`config.mk`:
```
export PLATFORM = sky130hd
export DESIGN_NAME = ntfs_data_run_decoder_flat
export DESIGN_NICKNAME = d
export VERILOG_FILES = /design/src/ndr_pkg.sv /design/src/ndr_in_if.sv /design/src/ndr_out_if.sv /design/src/ntfs_data_run_decoder.sv /design/src/ndr_parser.sv /design/src/ndr_out_buf.sv /design/src/flat_wrapper.sv
export SDC_FILE = /design/constraint.sdc
export NUM_CORES = 1
export LEC_CHECK = 0
export ABC_AREA = 1
export ABC_CLOCK_PERIOD_IN_PS = 12400
export BUFFER_PORTS_ARGS = -buffer_cell sky130_fd_sc_hd__buf_2
export CAP_MARGIN = 20
export CORE_MARGIN = 5
export CORE_UTILIZATION = 54
export CTS_CLUSTER_SIZE = 12
export DETAILED_ROUTE_END_ITERATION = 8
export PLACE_DENSITY = 0.73
export SETUP_SLACK_MARGIN = 0.5
export SLEW_MARGIN = 30
export SYNTH_ARGS = -nofsm -noshare
export SYNTH_HDL_FRONTEND = slang
export SYNTH_SLANG_ARGS = --single-unit
export TNS_END_PERCENT = 50
```
`constraint.sdc`:
```
create_clock -name clk_i -period 12.4 [get_ports clk_i]
set_clock_uncertainty 0.05 [all_clocks]
set_input_delay 0.62 -clock clk_i [delete_from_list [all_inputs] [get_ports clk_i]]
set_output_delay 0.62 -clock clk_i [all_outputs]
set_load 0.03 [all_outputs]
```
`src/ndr_pkg.sv`:
```
// ----------------------------------------------------------------------------
// ndr_pkg
// Shared types and constants of the NTFS data run decoder.
// ----------------------------------------------------------------------------
package ndr_pkg;

  localparam int unsigned MaxFieldBytes = 8;
  localparam int unsigned ByteW         = 8;
  localparam int unsigned WordW         = 64;
  localparam int unsigned WordBytes     = WordW / ByteW;
  localparam int unsigned SizeW         = 4;
  localparam int unsigned PosW          = 3;

  typedef struct packed {
    logic [WordW-1:0] run_length;
    logic [WordW-1:0] start_cluster;
    logic             is_sparse;
    logic             list_end;
    logic             header_error;
  } result_t;

endpackage

```
`src/ndr_in_if.sv`:
```
// ----------------------------------------------------------------------------
// ndr_in_if
// Runlist byte channel: valid/ready handshake with one byte per transaction.
// ----------------------------------------------------------------------------
interface ndr_in_if;
  logic       valid;
  logic       ready;
  logic [7:0] data_byte;
  logic       list_start;

  modport source (output valid, output data_byte, output list_start, input ready);
  modport sink   (input valid, input data_byte, input list_start, output ready);
endinterface

```
`src/ndr_out_if.sv`:
```
// ----------------------------------------------------------------------------
// ndr_out_if
// Decoded run channel: valid/ready handshake with one run per transaction.
// ----------------------------------------------------------------------------
interface ndr_out_if;
  logic        valid;
  logic        ready;
  logic [63:0] run_length;
  logic [63:0] start_cluster;
  logic        is_sparse;
  logic        list_end;
  logic        header_error;

  modport source (output valid, output run_length, output start_cluster,
                  output is_sparse, output list_end, output header_error,
                  input ready);
  modport sink   (input valid, input run_length, input start_cluster,
                  input is_sparse, input list_end, input header_error,
                  output ready);
endinterface

```
`src/ntfs_data_run_decoder.sv`:
```
// ----------------------------------------------------------------------------
// ntfs_data_run_decoder
// NTFS runlist decoder: one runlist byte per transaction in, one decoded run
// (length, start cluster, sparse, end-of-list, header error) per finished run
// out.
// ----------------------------------------------------------------------------
// Takes one byte per clock cycle sustained. A byte is held in an input
// register, decoded combinationally against the parse state (the 64-bit add
// of the sign-extended offset to the running cluster sets the cycle time) and
// the run is registered in the output buffer. A skid entry behind the
// output register keeps input flowing while a run waits; input stalls only
// once both entries hold runs not yet taken.
module ntfs_data_run_decoder (
  input logic        clk_i,
  input logic        rst_ni,
  ndr_in_if.sink     in_i,
  ndr_out_if.source  out_o
);

  logic                        in_valid_q;
  logic [ndr_pkg::ByteW-1:0]   byte_q;
  logic                        start_q;
  logic                        buf_full;
  logic                        advance;
  logic                        accept;
  logic                        res_valid;
  ndr_pkg::result_t            res;
  ndr_pkg::result_t            out_data;

  assign in_i.ready = !in_valid_q || !buf_full;
  assign accept     = in_i.valid && in_i.ready;
  assign advance    = in_valid_q && !buf_full;

  always_ff @(posedge clk_i or negedge rst_ni) begin
    if (!rst_ni) begin
      in_valid_q <= 1'b0;
    end else if (accept) begin
      in_valid_q <= 1'b1;
    end else if (advance) begin
      in_valid_q <= 1'b0;
    end
  end

  always_ff @(posedge clk_i) begin
    if (accept) begin
      byte_q  <= in_i.data_byte;
      start_q <= in_i.list_start;
    end
  end

  ndr_parser u_parser (
    .clk_i        (clk_i),
    .rst_ni       (rst_ni),
    .en_i         (advance),
    .data_byte_i  (byte_q),
    .list_start_i (start_q),
    .res_valid_o  (res_valid),
    .res_o        (res)
  );

  ndr_out_buf u_out_buf (
    .clk_i       (clk_i),
    .rst_ni      (rst_ni),
    .push_i      (res_valid),
    .push_data_i (res),
    .full_o      (buf_full),
    .out_valid_o (out_o.valid),
    .out_ready_i (out_o.ready),
    .out_data_o  (out_data)
  );

  assign out_o.run_length    = out_data.run_length;
  assign out_o.start_cluster = out_data.start_cluster;
  assign out_o.is_sparse     = out_data.is_sparse;
  assign out_o.list_end      = out_data.list_end;
  assign out_o.header_error  = out_data.header_error;

endmodule

```
`src/ndr_parser.sv`:
```
// ----------------------------------------------------------------------------
// ndr_parser
// Runlist parse state: header decode, little-endian field assembly and the
// running cluster number. One byte is consumed per enabled cycle.
// ----------------------------------------------------------------------------
module ndr_parser (
  input  logic                    clk_i,
  input  logic                    rst_ni,
  input  logic                    en_i,
  input  logic [ndr_pkg::ByteW-1:0] data_byte_i,
  input  logic                    list_start_i,
  output logic                    res_valid_o,
  output ndr_pkg::result_t        res_o
);

  typedef enum logic [1:0] {
    PhHeader,
    PhLength,
    PhOffset,
    PhHalt
  } phase_e;

  phase_e                         phase_q, phase_d, phase_cur;
  logic [ndr_pkg::SizeW-1:0]      len_left_q, len_left_d, len_left_dec;
  logic [ndr_pkg::SizeW-1:0]      off_left_q, off_left_d, off_left_dec;
  logic [ndr_pkg::PosW-1:0]       pos_q, pos_d;
  logic [ndr_pkg::WordW-1:0]      len_acc_q, len_acc_d, len_acc_new;
  logic [ndr_pkg::WordW-1:0]      off_acc_q, off_acc_d, off_ext;
  logic [ndr_pkg::WordW-1:0]      run_q, run_d, run_cur;
  logic [ndr_pkg::SizeW-1:0]      lsz, osz;
  logic                           res_valid;
  ndr_pkg::result_t               res;

  assign phase_cur    = list_start_i ? PhHeader : phase_q;
  assign run_cur      = list_start_i ? '0 : run_q;
  assign lsz          = data_byte_i[ndr_pkg::SizeW-1:0];
  assign osz          = data_byte_i[ndr_pkg::ByteW-1:ndr_pkg::SizeW];
  assign len_left_dec = len_left_q - ndr_pkg::SizeW'(1);
  assign off_left_dec = off_left_q - ndr_pkg::SizeW'(1);

  always_comb begin
    len_acc_new = len_acc_q;
    len_acc_new[pos_q*ndr_pkg::ByteW +: ndr_pkg::ByteW] = data_byte_i;
  end

  // Place the top offset byte and sign-fill every byte above it.
  always_comb begin
    off_ext = off_acc_q;
    for (int k = 0; k < ndr_pkg::WordBytes; k++) begin
      if (ndr_pkg::PosW'(k) == pos_q) begin
        off_ext[k*ndr_pkg::ByteW +: ndr_pkg::ByteW] = data_byte_i;
      end else if (ndr_pkg::PosW'(k) > pos_q) begin
        off_ext[k*ndr_pkg::ByteW +: ndr_pkg::ByteW] = {ndr_pkg::ByteW{data_byte_i[7]}};
      end
    end
  end

  always_comb begin
    phase_d    = phase_cur;
    len_left_d = len_left_q;
    off_left_d = off_left_q;
    pos_d      = pos_q;
    len_acc_d  = len_acc_q;
    off_acc_d  = off_acc_q;
    run_d      = run_cur;
    res_valid  = 1'b0;
    res        = '{run_length: '0, start_cluster: run_cur, is_sparse: 1'b0,
                   list_end: 1'b0, header_error: 1'b0};
    case (phase_cur)
      PhHeader: begin
        if (data_byte_i == '0) begin
          phase_d      = PhHalt;
          res_valid    = 1'b1;
          res.list_end = 1'b1;
        end else if (lsz == '0 || 32'(lsz) > ndr_pkg::MaxFieldBytes ||
                     32'(osz) > ndr_pkg::MaxFieldBytes) begin
          phase_d          = PhHalt;
          res_valid        = 1'b1;
          res.header_error = 1'b1;
        end else begin
          phase_d    = PhLength;
          len_left_d = lsz;
          off_left_d = osz;
          pos_d      = '0;
          len_acc_d  = '0;
          off_acc_d  = '0;
        end
      end
      PhLength: begin
        len_acc_d  = len_acc_new;
        len_left_d = len_left_dec;
        pos_d      = pos_q + ndr_pkg::PosW'(1);
        if (len_left_dec == '0) begin
          pos_d = '0;
          if (off_left_q == '0) begin
            phase_d        = PhHeader;
            res_valid      = 1'b1;
            res.run_length = len_acc_new;
            res.is_sparse  = 1'b1;
          end else begin
            phase_d = PhOffset;
          end
        end
      end
      PhOffset: begin
        off_acc_d  = off_ext;
        off_left_d = off_left_dec;
        pos_d      = pos_q + ndr_pkg::PosW'(1);
        if (off_left_dec == '0) begin
          pos_d             = '0;
          run_d             = run_cur + off_ext;
          phase_d           = PhHeader;
          res_valid         = 1'b1;
          res.run_length    = len_acc_q;
          res.start_cluster = run_cur + off_ext;
        end
      end
      default: begin
        phase_d = PhHalt;
      end
    endcase
  end

  always_ff @(posedge clk_i or negedge rst_ni) begin
    if (!rst_ni) begin
      phase_q    <= PhHeader;
      len_left_q <= '0;
      off_left_q <= '0;
      pos_q      <= '0;
      len_acc_q  <= '0;
      off_acc_q  <= '0;
      run_q      <= '0;
    end else if (en_i) begin
      phase_q    <= phase_d;
      len_left_q <= len_left_d;
      off_left_q <= off_left_d;
      pos_q      <= pos_d;
      len_acc_q  <= len_acc_d;
      off_acc_q  <= off_acc_d;
      run_q      <= run_d;
    end
  end

  assign res_valid_o = en_i & res_valid;
  assign res_o       = res;

endmodule

```
`src/ndr_out_buf.sv`:
```
// ----------------------------------------------------------------------------
// ndr_out_buf
// Two-entry result buffer: output register plus skid entry, in order.
// ----------------------------------------------------------------------------
module ndr_out_buf (
  input  logic             clk_i,
  input  logic             rst_ni,
  input  logic             push_i,
  input  ndr_pkg::result_t push_data_i,
  output logic             full_o,
  output logic             out_valid_o,
  input  logic             out_ready_i,
  output ndr_pkg::result_t out_data_o
);

  logic             out_valid_q, skid_valid_q;
  ndr_pkg::result_t out_q, skid_q;
  logic             pop;

  assign pop = out_valid_q & out_ready_i;

  always_ff @(posedge clk_i or negedge rst_ni) begin
    if (!rst_ni) begin
      out_valid_q  <= 1'b0;
      skid_valid_q <= 1'b0;
    end else if (skid_valid_q) begin
      if (pop) begin
        skid_valid_q <= 1'b0;
      end
    end else if (out_valid_q && !pop) begin
      skid_valid_q <= push_i;
    end else begin
      out_valid_q <= push_i;
    end
  end

  always_ff @(posedge clk_i) begin
    if (skid_valid_q) begin
      if (pop) begin
        out_q <= skid_q;
      end
    end else if (out_valid_q && !pop) begin
      if (push_i) begin
        skid_q <= push_data_i;
      end
    end else if (push_i) begin
      out_q <= push_data_i;
    end
  end

  assign full_o      = skid_valid_q;
  assign out_valid_o = out_valid_q;
  assign out_data_o  = out_q;

endmodule
```
`src/flat_wrapper.sv`:
```
// flat-port wrapper written by rule: the top's interface ports become plain ports
module ntfs_data_run_decoder_flat 
  (clk_i, rst_ni, in_i_valid, in_i_data_byte, in_i_list_start, in_i_ready, out_o_valid, out_o_run_length, out_o_start_cluster, out_o_is_sparse, out_o_list_end, out_o_header_error, out_o_ready);
  ndr_in_if in_i_i ();
  ndr_out_if out_o_i ();
  input logic clk_i;
  input logic rst_ni;
  input wire logic [$bits(in_i_i.valid)-1:0] in_i_valid;
  input wire logic [$bits(in_i_i.data_byte)-1:0] in_i_data_byte;
  input wire logic [$bits(in_i_i.list_start)-1:0] in_i_list_start;
  output wire logic [$bits(in_i_i.ready)-1:0] in_i_ready;
  output wire logic [$bits(out_o_i.valid)-1:0] out_o_valid;
  output wire logic [$bits(out_o_i.run_length)-1:0] out_o_run_length;
  output wire logic [$bits(out_o_i.start_cluster)-1:0] out_o_start_cluster;
  output wire logic [$bits(out_o_i.is_sparse)-1:0] out_o_is_sparse;
  output wire logic [$bits(out_o_i.list_end)-1:0] out_o_list_end;
  output wire logic [$bits(out_o_i.header_error)-1:0] out_o_header_error;
  input wire logic [$bits(out_o_i.ready)-1:0] out_o_ready;
  assign in_i_i.valid = in_i_valid;
  assign in_i_i.data_byte = in_i_data_byte;
  assign in_i_i.list_start = in_i_list_start;
  assign in_i_ready = in_i_i.ready;
  assign out_o_valid = out_o_i.valid;
  assign out_o_run_length = out_o_i.run_length;
  assign out_o_start_cluster = out_o_i.start_cluster;
  assign out_o_is_sparse = out_o_i.is_sparse;
  assign out_o_list_end = out_o_i.list_end;
  assign out_o_header_error = out_o_i.header_error;
  assign out_o_i.ready = out_o_ready;
  ntfs_data_run_decoder u_core (.clk_i(clk_i), .rst_ni(rst_ni), .in_i(in_i_i), .out_o(out_o_i));
endmodule
```
* Yosys cells after proc, flatten, opt, wreduce, memory -nomap -nowiden
Cells that the tools add are included.
** Word-level totals
- Register bits after elaboration :: 479
- Output and inout bits :: 133
- Input port bits :: 13
- Word-level logic and storage cells :: 149
** Operators by class
- Reductions and logical operators :: 27
- Bitwise operators :: 4
- Shift operators :: 2
- Add/sub/neg operators :: 5
- Order comparisons :: 10
- Equality and inequality tests :: 13
- Muxes and demuxes :: 66
** Operators with widths (number)
- 2-to-1 mux 131 bit :: 4
- 2-to-1 mux 64 bit :: 8
- one-hot mux 64 bit (2 select lines) :: 3
- 2-to-1 mux 128 bit :: 1
- 2-to-1 mux 8 bit :: 16
- adder 64 bit :: 1
- bitwise mux 64 bit :: 1
- variable shift 8 x 34 -> 64 bit, first input constant :: 1
- indexed part select 8 x 34 -> 64 bit :: 1
- negator 6 -> 34 bit :: 1
- zero test 4 bit :: 4
- 2-to-1 mux 4 bit :: 4
- one-hot mux 4 bit (2 select lines) :: 2
- 2-to-1 mux 2 bit :: 7
- 2-to-1 mux 1 bit :: 13
- == test 3 bit, first input constant :: 4
- greater-than comparator 3 bit, first input constant :: 4
- 2-to-1 mux 3 bit :: 4
- AND reduction 4 bit :: 3
- one-hot mux 3 bit (3 select lines) :: 1
- greater-than comparator 4 bit, second input constant :: 2
- zero test 8 bit :: 1
- nonzero test 2 bit :: 4
- subtractor 4 x 1 -> 4 bit, second input constant :: 2
- 21 further kinds :: 35

* Depth between registers and ports, before layout
- Word-level depth :: 10
- Mapped depth :: 32
- Mapped depth without buffers :: 30

* Modules after synthesis
A second synthesis with hierarchy kept.
** Second synthesis, totals
- Cell total of the unflattened synthesis :: 3456
- Area total of the unflattened synthesis :: 27167.3 sq um
** By module, submodules not included
- ndr_parser :: times used 1, area each 17172.7 sq um, cells each 2738, sequential area each 4929.7 sq um
- ndr_out_buf :: times used 1, area each 9675.5 sq um, cells each 702, sequential area each 7917.6 sq um
- ntfs_data_run_decoder :: times used 1, area each 319.1 sq um, cells each 16, sequential area each 295.3 sq um

* Worst setup path after synthesis
OpenSTA, ideal clock, no wires.
- Kind :: register -> register
- Start point :: register u_core.start_q
- End point :: register u_core.u_out_buf.skid_valid_q (netlist: u_core.u_out_buf.full_o)
- Buffers on the path :: 2
- Stages on the path, launching flop included :: 13
- Slack :: 4.234 ns
- Library setup time :: 0.100 ns
- Data required time :: 12.250 ns
- Arrival time :: 8.015 ns
- Clock period less this slack :: 8.166 ns
- Cell sequence :: edfxtp_1 -> buf_2 -> buf_1 -> nor2_1 -> inv_1 -> ha_1 -> clkinv_1 -> nor2_2 -> nor3_1 -> nor2_1 -> inv_1 -> nor2_1 -> or2_2
** Between the ends
- Longest elaborated chain between the ends :: 6
- Elaborated cells on any way between the ends :: 8
- Those cells by class :: eq/ne (2); mux (4); bitwise (1); reduce/logical (1)
** Ends and longest elaborated chain
- from (decl) :: line ntfs_data_run_decoder.sv:22 : logic start_q;
- from (signal assigned) :: line ntfs_data_run_decoder.sv:47 : start_q <= in_i.list_start;
- 2-to-1 mux 2 bit * :: line ndr_parser.sv:34 : assign phase_cur = list_start_i ? PhHeader : phase_q;
- == test 2 bit (tied with other cells) :: line ndr_parser.sv:69 : case (phase_cur)
- one-hot mux 1 bit (3 select lines) * :: line ndr_parser.sv:69
- bitwise AND 1 bit * :: line ndr_parser.sv:144 : assign res_valid_o = en_i & res_valid;
- 2-to-1 mux 1 bit * :: line ndr_out_buf.sv:30 : end else if (out_valid_q && !pop) begin
- 2-to-1 mux 1 bit * :: line ndr_out_buf.sv:26 : end else if (skid_valid_q) begin
- to (signal assigned) :: line ndr_out_buf.sv:31 : skid_valid_q <= push_i;
- to (decl) :: line ndr_out_buf.sv:16 : logic out_valid_q, skid_valid_q;
Mark *: on every way between the ends. The rest lies on a longest branch, timed or not.
A chain may end at the register's enable or synchronous reset.

* Worst setup path after layout
- Start point :: register u_core.u_parser.pos_q[0] (netlist bit)
- End point :: register u_core.u_out_buf.out_q (netlist bit u_core.u_out_buf.out_data_o[61]) (data pin)
** Between the ends
- Longest elaborated chain between the ends :: 9
- Elaborated cells on any way between the ends :: 38
- Those cells by class :: add/sub (1); order compare (8); eq/ne (7); mux (21); reduce/logical (1)
** Ends and longest elaborated chain
- from (decl) :: line ndr_parser.sv:26 : logic [ndr_pkg::PosW-1:0] pos_q, pos_d;
- from (signal assigned) :: line ndr_parser.sv:137 : pos_q <= pos_d;
- greater-than comparator 1 x 3 -> 1 bit (tied with other cells) :: line ndr_parser.sv:52 : end else if (ndr_pkg::PosW'(k) > pos_q) begin
- 2-to-1 mux 8 bit :: line ndr_parser.sv:52
- 2-to-1 mux 8 bit :: line ndr_parser.sv:50 : if (ndr_pkg::PosW'(k) == pos_q) begin
- adder 64 bit * :: line ndr_parser.sv:115 : res.start_cluster = run_cur + off_ext;
- 2-to-1 mux 128 bit * :: line ndr_parser.sv:109 : if (off_left_dec == '0) begin
- 2-to-1 mux 64 bit * :: line ndr_parser.sv:69
- 2-to-1 mux 131 bit * :: line ndr_out_buf.sv:46 : end else if (push_i) begin
- 2-to-1 mux 131 bit * :: line ndr_out_buf.sv:42 : end else if (out_valid_q && !pop) begin
- 2-to-1 mux 131 bit * :: line ndr_out_buf.sv:38 : if (skid_valid_q) begin
- to (signal assigned) :: line ndr_out_buf.sv:40 : out_q <= skid_q;
- to (signal assigned) :: line ndr_out_buf.sv:47 : out_q <= push_data_i;
- to (decl) :: line ndr_out_buf.sv:17 : ndr_pkg::result_t out_q, skid_q;
Mark *: on every way between the ends. The rest lies on a longest branch, timed or not. The select of a mux whose other input is x is not followed.

==> results.ini <==
[worst_setup_path]
cp.arrival_ns=5.93
max_stage_delay_ns=0.55
critPathMaxFanout=15
slowest_stage=dfrtp_1
worst-r2r-cell-count=28
r2r-end=u_core.u_out_buf.out_data_o[61]$_DFFE_PP_
critPathCaptureType=register
timing.rr.start=u_core.u_parser.pos_q[0]$_DFFE_PN0P_
path_class=register to register
cp_common_cell=nand2_1
cp.required_ns=12.71
startpoint_type=register
r2r_slack_ns=6.78

[routing]
ant_nets=0
drtPass1Iterations=5
via_count=21900
wl_per_cell_um=18.7
drt-met1-wl_mm=30.9
routed_wl_mm=73.3
drc_errors=0
route.met3.wl_mm=4.28
dr_wl_met2_mm=34.9
topRoutingLayerUsed=met4
vias_per_cell=5.59
drtIter0Drc=2258

[logic_synthesis]
synthFlopType=edfxtp_1
synth.top_cell.area_share_pct=31.3
ys_ff_latch=471
synth_compound_area_share_pct=12.9
synth_fa_ha_area_share_pct=3.73
synth_common_cells=nand2_1 (985), inv_1 (348), nor2_1 (295)
synth_edf_count=271
synth_top_cell_by_area=edfxtp_1
synth_top_family_by_area=simple AND/OR/NAND/NOR gates
syn-instance-count=3176
synth_simple_gate_area_share_pct=23.3
seq_area_frac_synth_pct=50.5
synthArstFlopShare_pct=42.5
synthTopCellsByArea=edfxtp_1 (31%), dfrtp_1 (19%), nand2_1 (14%)
syn_area_per_cell_um2=8.19
post_synth_instance_area_um2=26000
yosys-mux-area-fraction_pct=0.130
yosysWarnings=0
syn_nets=3266
yosys.cell_types.count=55
yosysMostFrequentCell=nand2_1
synthXorXnorAreaFrac_pct=1.72

[sta]
finalSetupViolations=0
rsz0062_at_grt=no
worst_slew_pin_slew_ns=1.00
fmax_mhz=178
slew_viol_final=0
layout_setup_ws_ns=6.78
fin_tns_setup_ns=0
holdWs_ns=0.000947
hold_viol_final=0
min_period_over_period_pct=45.4
fin_crit_ns=5.62
slew_headroom_pct=32.5

[worst_hold_path]
hold_path_class=input pin to asynchronous set/reset pin

[cells_and_area]
final_nets=3344
n_antenna_cell=0
final_layout_size_suffix_gt1_share_pct=10.1
syn2layout_area_growth_pct=10.4
design_area_um2=28700

[die]
die_area_um2=52700
die_w_um=230
io_pins=146
core_area_um2=47700
start_util_pct=54.5
num_rows=80
dieHeight_um=230

[outcome]
status=finished clean

[placed_design]
io_buffers=145
dp_slack_ns=6.51
gp_congestion=0.928
post_dp_cell_area_um2=27100
dpl.hpwl_mm=51.3

[power]
power.leakage_nw=12.9
power_density_nw_per_um2=193
p_total_mw=5.55
vdd_drop_max_mv=0.112

[clock_network]
cts_setup_buffers=0
cts_tree=yes
cts_root_buf=clkbuf_16
clock_sinks=471
ctsResizeCount=0
cts_buffer_depth=3
htreeDepth=2
numCtsBuffers=51
clkSlewWorstSetupHoldPaths_ns=0.06
postCtsHoldBufs=0
clk-insertion-delay-late_ns=0.60

[global_routing]
grt_usage_pct=27.3
antenna_found_initial=0
grt_pass1_vias=21100
grt_pass1_wl_mm=117
grt_max_degree=95
grt_overflow_total=0

[run]
drv_cap=0

==> layer usage <==
metal  up-vias  GRT usage, %
li1      10600             -
met1     10300          36.6
met2       788          45.4
met3       172          3.80
met4         0          10.4
met5         -             0
==> state kept, by name, indices dropped and copies added (netlist names), 2 cells and up <==
register	count
u_core.u_parser.run_q	64
u_core.u_out_buf.skid_q	131
u_core.u_parser.len_acc_q	64
u_core.u_parser.len_left_q	4
u_core.u_parser.pos_q	3
u_core.byte_q	8
u_core.u_parser.phase_q	2
u_core.u_out_buf.out_data_o	131
u_core.u_parser.off_acc_q	56
u_core.u_parser.off_left_q	4
==> how the worst max path moves through the flow <==
| stage | startpoint | to | slack (ns) |
|---|---|---|---|
| final | u_core.u_parser.pos_q[0]$_DFFE_PN0P_ | u_core.u_out_buf.out_data_o[61]$_DFFE_PP_ | 6.78 |
| after floorplan | u_core.start_q$_DFFE_PP_ | u_core.u_out_buf.full_o$_DFF_PN0_ | 4.23 |
| after CTS | u_core.u_out_buf.full_o$_DFF_PN0_ | u_core.u_parser.len_acc_q[36]$_DFFE_PN0P_ | 6.55 |
| after global placement | u_core.u_out_buf.full_o$_DFF_PN0_ | u_core.u_parser.len_acc_q[56]$_DFFE_PN0P_ | 6.66 |
| after global routing | u_core.u_parser.pos_q[0]$_DFFE_PN0P_ | u_core.u_out_buf.out_data_o[59]$_DFFE_PP_ | 6.36 |
| after detailed placement | u_core.u_out_buf.full_o$_DFF_PN0_ | u_core.u_parser.len_acc_q[63]$_DFFE_PN0P_ | 6.51 |
==> critical path: cells and delay by family (launching register included) <==
kind,cells,cell delay [ns]
and+or+nand+nor,17,1.83
adders and majority gates,4,1.19
AOI/OAI and AO/OA,3,0.65
buffers and inverters,4,1.09
DFF,1,0.55
==> layout by cell type, fill, tap and decap left out, types with 9 or more instances in the layout <==
| master | n |
|---|---|
| clkinv_2 | 11 |
| o21ai_2 | 18 |
| nand2_2 | 16 |
| o21ai_1 | 32 |
| ha_1 | 75 |
| buf_2 | 144 |
| a211oi_1 | 11 |
| nor3_1 | 23 |
| a22oi_1 | 21 |
| dfrtp_1 | 199 |
| a31oi_1 | 26 |
| a21oi_1 | 129 |
| clkinv_1 | 11 |
| clkbuf_1 | 17 |
| inv_2 | 17 |
| o21a_1 | 11 |
| nand3_1 | 122 |
| a21oi_2 | 9 |
| xnor2_1 | 31 |
| a221oi_1 | 19 |
| nor2_1 | 292 |
| edfxtp_1 | 271 |
| xor2_1 | 20 |
| nand4_1 | 15 |
| clkbuf_16 | 51 |
| nand2_1 | 984 |
| o22ai_1 | 47 |
| and2_1 | 9 |
| o21ai_0 | 195 |
| buf_4 | 16 |
| o21bai_1 | 10 |
| inv_1 | 348 |
==> final cells by class <==
| type | instances | area (um^2) |
|---|---|---|
| Multi-Input combinational cell | 2194 | 10900 |
| Clock buffer | 71 | 1380 |
| Clock inverter | 24 | 216 |
| Sequential cell | 471 | 13100 |
| Tap cell | 615 | 769 |
| Inverter | 371 | 1400 |
| Fill cell | 4192 | 19000 |
| Timing Repair Buffer | 165 | 900 |
==> stage by stage <==
step	utilization, %	cells
global placement	56.7	3816
detailed placement	56.7	3816
global route	60.2	3911
CTS	60.1	3911
floorplan	-	3176
finish	60.2	3911
==> power breakdown <==
group / switching (mW) / total (mW) / internal (mW) / leakage (nW)
clock: 0.638 / 1.48 / 0.841 / 0.783
sequential: 0.154 / 2.19 / 2.04 / 5.27
combinational: 1.42 / 1.88 / 0.459 / 6.81
total: 2.21 / 5.55 / 3.34 / 12.9
==> cells by family after synthesis <==
group / count (synthesis)
muxes: 3
AOI/OAI and AO/OA: 565
and+or+nand+nor: 1498
DFF: 471
xor gates and xnor gates: 51
adders and majority gates: 77
buffers and inverters: 511
Power figures use the tool's default switching activity.
